### src/ttpl_pkg.sv
// Shared constants for the two-tick pattern locator.
`timescale 1ns / 1ps
package ttpl_pkg;

   localparam int DEF_BUFFER_DEPTH = 65536;
   localparam int DEF_SAMPLE_BITS  = 16;

   localparam int CSR_INDEX_BITS = 2;
   localparam int CSR_DATA_BITS  = 16;
   localparam logic [CSR_INDEX_BITS-1:0] CSR_TICK_GAP  = 2'd0;
   localparam logic [CSR_INDEX_BITS-1:0] CSR_TOLERANCE = 2'd1;
   localparam logic [CSR_INDEX_BITS-1:0] CSR_GAIN      = 2'd2;

   localparam logic [15:0] RST_TICK_GAP  = 16'd12000;
   localparam logic [14:0] RST_TOLERANCE = 15'd48;
   localparam logic        RST_GAIN      = 1'b1;

   localparam int POS_BITS = 17;
   localparam logic signed [POS_BITS-1:0] POS_NONE = -17'sd1;
   localparam logic signed [POS_BITS-1:0] POS_MAX  = 17'sd65535;

   // Threshold ratios: 9*m >= 7*peak with gain, 10*m >= 7*full_scale without.
   localparam int THR_NUM  = 7;
   localparam int GAIN_DEN = 9;
   localparam int ABS_DEN  = 10;

endpackage

### src/ttpl_reach.sv
// Threshold test of one stored sample against the peak or full scale.
`timescale 1ns / 1ps
module ttpl_reach
   import ttpl_pkg::*;
#(
   parameter int SAMPLE_BITS = DEF_SAMPLE_BITS
) (
   input  logic signed [SAMPLE_BITS-1:0] sample,
   input  logic        [SAMPLE_BITS-1:0] peak,
   input  logic                          gain,
   output logic                          reach
);

   localparam int MW = SAMPLE_BITS + 4;
   localparam logic [MW-1:0] ABS_LIMIT = MW'(THR_NUM) << (SAMPLE_BITS - 1);

   logic [SAMPLE_BITS-1:0] mag;
   logic [MW-1:0]          mag_gain;
   logic [MW-1:0]          mag_abs;
   logic [MW-1:0]          peak_scaled;

   assign mag         = sample[SAMPLE_BITS-1] ? (~sample + 1'b1) : sample;
   assign mag_gain    = MW'(mag) * MW'(GAIN_DEN);
   assign mag_abs     = MW'(mag) * MW'(ABS_DEN);
   assign peak_scaled = MW'(peak) * MW'(THR_NUM);
   assign reach       = gain ? (mag_gain >= peak_scaled) : (mag_abs >= ABS_LIMIT);

endmodule

### config.mk
export PLATFORM = sky130hd
export DESIGN_NAME = ttpl_reach
export DESIGN_NICKNAME = d
export VERILOG_FILES = /design/src/ttpl_pkg.sv /design/src/ttpl_reach.sv
export SDC_FILE = /design/constraint.sdc
export NUM_CORES = 1
export LEC_CHECK = 0
export BUFFER_PORTS_ARGS = -buffer_cell sky130_fd_sc_hd__buf_2
export CORE_ASPECT_RATIO = 1.1
export CORE_MARGIN = 2
export CORE_UTILIZATION = 63
export DETAILED_ROUTE_END_ITERATION = 8
export PLACE_DENSITY = 0.85
export SYNTH_ARGS = -nofsm -noshare
export SYNTH_HDL_FRONTEND = slang
export SYNTH_SLANG_ARGS = --single-unit
### constraint.sdc
create_clock -name vclk -period 5.67
set_input_delay 0.2835 -clock vclk [all_inputs]
set_output_delay 0.2835 -clock vclk [all_outputs]
set_load 0.03 [all_outputs]
Word-level counts from Yosys, hierarchy flattened
Index checks and enable logic that the tools add are counted.

Flip-flop bits (word level): 0. Input port bits: 33. Output and inout bits: 1. Logic and storage cells: 9.

$add $sub $neg: 1. Multiply operators: 3. Order comparisons: 2. Mux-type cells: 2. Bitwise logic cells: 1.

Operators by type and width (count): 16-bit by 3-bit multiplier with 19-bit output, second input constant (2); 20-bit by 18-bit >= comparator with 1-bit output, second input constant (1); 20-bit by 19-bit >= comparator with 1-bit output (1); 16-bit by 4-bit multiplier with 20-bit output, second input constant (1); 16-bit by 1-bit adder with 16-bit output, second input constant (1); 16-bit two-way mux (1); 16-bit inverter (1); 1-bit two-way mux (1).

Longest topological paths before layout
Gate-level depths: netlist of the first run.

Depth after elaboration: 6. Depth in mapped cells: 21.

Worst setup path after synthesis of the first run
Ideal clock, no wire load.

Path type: input-to-output. Start: input sample[2]. End: output reach. Arrival time: 4.385 ns. Setup slack: 1.002 ns. Stages on the path: 16. Path buffers: 0. Path through: or3_1 > o31ai_1 > xnor2_1 > ha_1 > fa_1 > a21o_1 > a21o_1 > a2111oi_4 > o31ai_1 > o211a_1 > o21ai_2 > xnor2_1 > ha_1 > o21ai_0 > a211o_1 > a32oi_1.

Word-level cells in the longest chain between the ends: 6. Elaborated cells between the ends (all ways): 8. Those cells by class: 1 x add/sub; 2 x mul; 2 x order compare; 2 x mux; 1 x bitwise.

RTL lines: start: declaration (RTL line ttpl_reach.sv:8) `input logic signed [SAMPLE_BITS-1:0] sample,`; 16-bit inverter (RTL line ttpl_reach.sv:22) `assign mag = sample[SAMPLE_BITS-1] ? (~sample + 1'b1) : sample;`; 16-bit by 1-bit adder with 16-bit output (RTL line ttpl_reach.sv:22); 16-bit two-way mux * (RTL line ttpl_reach.sv:22); 16-bit by 3-bit multiplier with 19-bit output or 16-bit by 4-bit multiplier with 20-bit output (tied branches) (RTL line ttpl_reach.sv:24, ttpl_reach.sv:23); 20-bit by 18-bit >= comparator with 1-bit output or 20-bit by 19-bit >= comparator with 1-bit output (tied branches) (RTL line ttpl_reach.sv:26) `assign reach = gain ? (mag_gain >= peak_scaled) : (mag_abs >= ABS_LIMIT);`; 1-bit two-way mux * (RTL line ttpl_reach.sv:26); end: declaration (RTL line ttpl_reach.sv:11) `output logic reach`.

Every way passes the cells marked *; elsewhere a longest branch is shown, timed or not.

Worst setup path after layout of the first run
Start: input sample[0]. End: output reach.

The elaborated chain is that of the path after synthesis.

==> results of run 1 <==
power breakdown:
part	internal, mW	total, mW	leakage [nW]	switching (mW)
logic	0.329	0.719	1.62	0.390
registers	0	0	0	0
clock network	0	0	0	0
metal layers:
layer,share of wire,global-route usage
met1,0.47,0.290
met4,0.0089,0.0151
met5,0,0
met3,0.019,0
met2,0.50,0.436
cells in the mapped netlist (2+ instances only):
master                      count  area share
sky130_fd_sc_hd__nand3b_1       2      0.0048
sky130_fd_sc_hd__nand2b_1       5       0.010
sky130_fd_sc_hd__nor3b_1        2      0.0048
sky130_fd_sc_hd__o21a_1         6       0.014
sky130_fd_sc_hd__xor2_1        13       0.036
sky130_fd_sc_hd__nor4_1         2      0.0040
sky130_fd_sc_hd__a21oi_1       24       0.038
sky130_fd_sc_hd__nand2_1       16       0.019
sky130_fd_sc_hd__or3_1          6       0.012
sky130_fd_sc_hd__fa_1          18        0.12
sky130_fd_sc_hd__or2_2          3      0.0060
sky130_fd_sc_hd__nand3_1        9       0.014
sky130_fd_sc_hd__inv_1         18       0.022
sky130_fd_sc_hd__a31oi_1        3      0.0060
sky130_fd_sc_hd__a211oi_1       4      0.0096
sky130_fd_sc_hd__nor3_1        11       0.018
sky130_fd_sc_hd__o21ai_0       17       0.027
sky130_fd_sc_hd__a2111oi_2      2      0.0096
sky130_fd_sc_hd__o211a_1        2      0.0064
sky130_fd_sc_hd__o211ai_1       2      0.0048
sky130_fd_sc_hd__ha_1          92        0.37
sky130_fd_sc_hd__o31a_1         2      0.0056
sky130_fd_sc_hd__xnor2_1       26       0.073
sky130_fd_sc_hd__nand4_1        4      0.0080
sky130_fd_sc_hd__a211o_1        2      0.0056
sky130_fd_sc_hd__o21bai_1       5       0.012
sky130_fd_sc_hd__o31ai_1        8       0.019
sky130_fd_sc_hd__o41ai_1        2      0.0056
sky130_fd_sc_hd__a21o_1        10       0.024
sky130_fd_sc_hd__nor2_1        16       0.019
sky130_fd_sc_hd__and2_1         2      0.0040
kinds of logic after synthesis:
logic type	after synthesis
AO/OA/AOI/OAI	104
adder cells (fa/ha/maj)	110
buffers and inverters	19
XOR/XNOR	39
AND/OR/NAND/NOR	83
metrics by stage:
step                cells  power [mW]  hold WS [ps]  utilization
CTS                   444       0.724          1110        0.712
detailed placement    444       0.720          1110        0.712
global route          444       0.830          1180        0.712
floorplan             355       0.568           995            -
finish                444       0.719          1120        0.712
global placement      444       0.693          1110        0.712
path summary, 6_finish.rpt:
path	start	to	slack, ps	cells after the start
setup / recovery	sample[0]	reach	550	22
hold / removal	gain	reach	1120	4
layout make-up:
cell class                      instances  area [um2]  share of cell area
Tap cell                               56        70.1              0.0209
Multi-Input combinational cell        336        3050               0.908
Timing Repair Buffer                   34         170              0.0507
Inverter                               18        67.6              0.0201
critical path, stage by stage:
cell                        delay, ps
sky130_fd_sc_hd__buf_2            120
sky130_fd_sc_hd__inv_1             70
sky130_fd_sc_hd__ha_1             200
sky130_fd_sc_hd__nand2b_1         120
sky130_fd_sc_hd__o21ai_0          110
sky130_fd_sc_hd__xnor2_1          380
sky130_fd_sc_hd__ha_1             320
sky130_fd_sc_hd__ha_1             240
sky130_fd_sc_hd__fa_1             400
sky130_fd_sc_hd__a21o_1           190
sky130_fd_sc_hd__a21o_1           220
sky130_fd_sc_hd__a2111oi_4        380
sky130_fd_sc_hd__o31ai_1          170
sky130_fd_sc_hd__o21ai_0          250
sky130_fd_sc_hd__xnor2_1          170
sky130_fd_sc_hd__ha_1             260
sky130_fd_sc_hd__o21a_1           160
sky130_fd_sc_hd__o21ai_0          230
sky130_fd_sc_hd__a21oi_1           80
sky130_fd_sc_hd__nor3b_1          180
sky130_fd_sc_hd__a32oi_1          120
sky130_fd_sc_hd__buf_2            190
==> metrics, run 1 <==
final setup violation count=0; Synth Net Count=498; Slew HR=0.631; count of final max-slew check failures=0; maximum fanout encountered on the critical timing path=5; filler cell count in the final layout=375; commonest non-fill, non-tap cells in the layout=sky130_fd_sc_hd__ha_1, sky130_fd_sc_hd__buf_2, sky130_fd_sc_hd__xnor2_1; area of the core region=4720 um2; multiplexer area fraction after synthesis=0; overall overflow remaining after global route=0; main combinational cell family by area after synthesis=adder cells; floorplan die area=5530 um2; Critical Path Sink Type=primary output; maximum clock rate=195 MHz; average instance area after synthesis=8.79 um2; Final period util=0.904; post-placement worst setup slack=505 ps; count of nets after finishing=533; post-synthesis instance area=3120 um2; sequential fraction of the synthesis area=0; type of the setup path with the least slack=in -> out; via count of the first global-routing pass=2594; via count normalized by instance count=6.12; FF/Latch Area=0 um2; wire length of the first global-routing pass=10800 um; share of final-layout standard cells stronger than drive strength 1=0.124; final-layout clock buffer total=0; worst path setup slack after routing=545 ps; most frequent standard cell in the layout excluding fill and tap cells=sky130_fd_sc_hd__ha_1; wirelength, routed=5860 um; count of boundary I/O pins=34; floorplan die width=71.1 um; synthesized-area fraction occupied by xor and xnor cells=0.109; Post-CTS Hold Fix Bufs=0; cells resized by post-CTS repair=0; Pre-Repair DR Iteration Count=4; Synthesis Warnings=0; total negative slack for setup checks=0 ps; synthesized-area fraction occupied by and/or/nand/nor cells=0.139; final std cell area, no fill=3360 um2; post-route antenna net violation count=0; DRC errors left=0; hpwl dp=5270 um; antenna fix cells=0; Vert. Die Dim=77.8 um; status=complete, no violations; unrepaired setup endpoints after global routing=false; count of buffers added by post-CTS timing repair for setup=0; arithmetic-cell share of the synthesized area counting full adders, half adders and majority gates=0.484; startpoint class of the critical path=input pin; pwr dens=214 nW/um2; placed cell area=3360 um2; VDD IR-drop max=0.123 mV; maximum number of pins on one net before global-route repair=17; fraction of the mapped netlist area in compound gates=0.244; area grow syn2layout=7.58%; Wirelength per Cell=13.2 um; drt initial violations=120; final hold violations=0; initial core utilization=0.662; cells after synthesis=355; number of port buffers=34; Worst EP required=5390 ps; Site Rows=26; final weighted congestion in routability-driven placement=0.805; GRT Total Usage=0.225; transition time at the pin with the least slew margin=549 ps; DR vias=2719; number of max-cap violations=0; worst path arrival time=4840 ps; Seq Cell Count=0; type of the worst min-delay path=in -> out; distinct cell type count of the synthesized netlist=52; number of antenna violations at the first check in global routing=0; leakage power=1.62 nW; post-layout min period=5120 ps
(Power assumes the default switching activity.)
==> run 2: changes to the inputs <==
--- a/config.mk
+++ b/config.mk
@@ -8,9 +8,8 @@
 export BUFFER_PORTS_ARGS = -buffer_cell sky130_fd_sc_hd__buf_2
 export CORE_ASPECT_RATIO = 1.1
 export CORE_MARGIN = 2
-export CORE_UTILIZATION = 63
+export CORE_UTILIZATION = 41
 export DETAILED_ROUTE_END_ITERATION = 8
-export PLACE_DENSITY = 0.85
 export SYNTH_ARGS = -nofsm -noshare
 export SYNTH_HDL_FRONTEND = slang
 export SYNTH_SLANG_ARGS = --single-unit
==> run 2 against run 1 <==
Against the previous run: utilization decreased by 25 points; flip-flop and latch count unchanged; critical path depth unchanged; total power decreased by 0.36%; count of clock-buffer cells in the layout unchanged; maximum frequency increased by 0.45%; non-clock buffer count unchanged; die area increased by 50%; wire length increased by 4.7%; sequential share of layout area unchanged; first-iteration DRC count decreased by 31%; highest routed layer unchanged.
==> metrics, run 2 (synthesis gave the netlist of run 1 again) <==
status=complete, no violations (unchanged); maximum fanout encountered on the critical timing path=5 (unchanged); post-layout min period=5100 ps (was 5120 ps); total negative slack for setup checks=0 ps (unchanged); DRC errors left=0 (unchanged); share of final-layout standard cells stronger than drive strength 1=0.124 (unchanged); drt initial violations=83 (was 120); type of the setup path with the least slack=in -> out (unchanged); Worst EP required=5390 ps (about the same); cell internal power dissipation=0.328 mW (was 0.329 mW); Hold Path Cell Cnt=4 (unchanged); total area of multi-input combinational cells=3050 um2 (unchanged); ordered list of cells on the worst path=buf_2 > inv_1 > ha_1 > nand2b_1 > o21ai_0 > xnor2_1 > ha_1 > ha_1 > fa_1 > a21o_1 > a21o_1 > a2111oi_4 > o31ai_1 > o21ai_0 > xnor2_1 > ha_1 > o21a_1 > o21ai_0 > a21oi_1 > nor3b_1 > a32oi_1 > buf_2 (unchanged); GRT Total Usage=0.159 (was 0.225); DR vias=2687 (was 2719); overall overflow remaining after global route=0 (unchanged); proportion of power drawn by flip-flops and latches=0 (about the same); floorplan die width=87.2 um (was 71.1 um); VDD IR-drop max=0.0696 mV (was 0.123 mV); Critical Path Sink Type=primary output (unchanged); count of buffers added by post-CTS timing repair for setup=0 (unchanged); Vert. Die Dim=95.5 um (was 77.8 um); final weighted congestion in routability-driven placement=0.819 (was 0.805); final setup violation count=0 (unchanged); type of the worst min-delay path=in -> out (unchanged); Seq Cell Count=0 (unchanged); maximum clock rate=196 MHz (was 195 MHz); wirelength, routed=6140 um (was 5860 um); number of antenna violations at the first check in global routing=0 (unchanged); total power=0.717 mW (was 0.719 mW); leakage power=1.62 nW (unchanged); wire length of the first global-routing pass=11400 um (was 10800 um); delay contributed by the slowest stage of the critical path=410 ps (was 400 ps); Clk network pwr share=0 (about the same); Wirelength per Cell=12.9 um (was 13.2 um); number of port buffers=34 (unchanged); proportion of total power due to net switching=0.543 (was 0.542); Site Rows=33 (was 26); final hold violations=0 (unchanged); unrepaired setup endpoints after global routing=false (unchanged); final-layout clock buffer total=0 (unchanged); floorplan die area=8330 um2 (was 5530 um2); post-route antenna net violation count=0 (unchanged); count of nets after finishing=533 (unchanged); worst path arrival time=4820 ps (was 4840 ps); FF/Latch Area=0 um2 (unchanged); total net switching power=0.389 mW (was 0.390 mW); via count of the first global-routing pass=2699 (was 2594); transition time at the pin with the least slew margin=598 ps (was 549 ps); cells resized by post-CTS repair=0 (unchanged); most numerous cell on the critical path=sky130_fd_sc_hd__ha_1 (unchanged); hpwl dp=5460 um (was 5270 um); count of final max-slew check failures=0 (unchanged); startpoint class of the critical path=input pin (unchanged); area of the core region=7430 um2 (was 4720 um2); count of boundary I/O pins=34 (unchanged); pwr dens=211 nW/um2 (was 214 nW/um2); Post-CTS Hold Fix Bufs=0 (unchanged); Final period util=0.900 (was 0.904); most frequent standard cell in the layout excluding fill and tap cells=sky130_fd_sc_hd__ha_1 (unchanged); logic gate share of total power=1.000 (about the same); initial core utilization=0.420 (was 0.662); filler cell count in the final layout=752 (was 375); maximum number of pins on one net before global-route repair=17 (unchanged); Pre-Repair DR Iteration Count=4 (unchanged); via count normalized by instance count=5.66 (was 6.12); number of max-cap violations=0 (unchanged); antenna fix cells=0 (unchanged); commonest non-fill, non-tap cells in the layout=sky130_fd_sc_hd__ha_1, sky130_fd_sc_hd__buf_2, sky130_fd_sc_hd__xnor2_1 (unchanged); area grow syn2layout=8.82% (was 7.58%); Slowest cell on crit path=sky130_fd_sc_hd__fa_1 (unchanged); Slew HR=0.598 (was 0.631)
==> run 2: cell counts in the layout (fill, tap and decap cells not counted) <==
Identical to the previous run, type by type.
==> run 2: path summary, 6_finish.rpt <==
kind / from / to / slack, ps
max: sample[0] / reach / 570
min: gain / reach / 1120
==> run 2: area by class of cell <==
class | instances | area share
Multi-Input combinational cell | 336 | 0.898
Timing Repair Buffer | 34 | 0.0501
Tap cell | 87 | 0.0321
Inverter | 18 | 0.0199
==> run 2: worst max-delay path: cells and delay by family <==
| kind | cells | cell delay, ps |
|---|---|---|
| simple gates | 2 | 320 |
| buf+inv | 3 | 390 |
| compound gates | 10 | 1910 |
| xor+xnor | 2 | 510 |
| fa+ha+maj | 5 | 1410 |
==> run 2: layer usage <==
layer	vias up	track usage	share of wire
li1	1412	-	-
met1	1242	0.209	0.49
met2	31	0.304	0.49
met3	2	0.000866	0.018
met4	0	0.00641	0.0039
met5	-	0	0
==> run 2: power groups by stage <==
stage | Clock [mW] | Combinational (mW) | Sequential (mW)
6_report | 0 | 0.717 | 0
5_1_grt | 0 | 0.846 | 0
4_1_cts | 0 | 0.729 | 0
3_5_place_dp | 0 | 0.723 | 0
3_3_place_gp | 0 | 0.711 | 0
2_1_floorplan | 0 | 0.568 | 0
==> run 2: through the flow <==
stage	util	hold WS [ps]	cell area, um2	instances	setup WS (ps)
detailed placement	0.457	1120	3400	475	599
CTS	0.457	1130	3400	475	579
global placement	0.457	1120	3400	475	654
finish	0.457	1120	3400	475	568
floorplan	-	995	3120	355	1000
global route	0.457	1180	3400	475	171
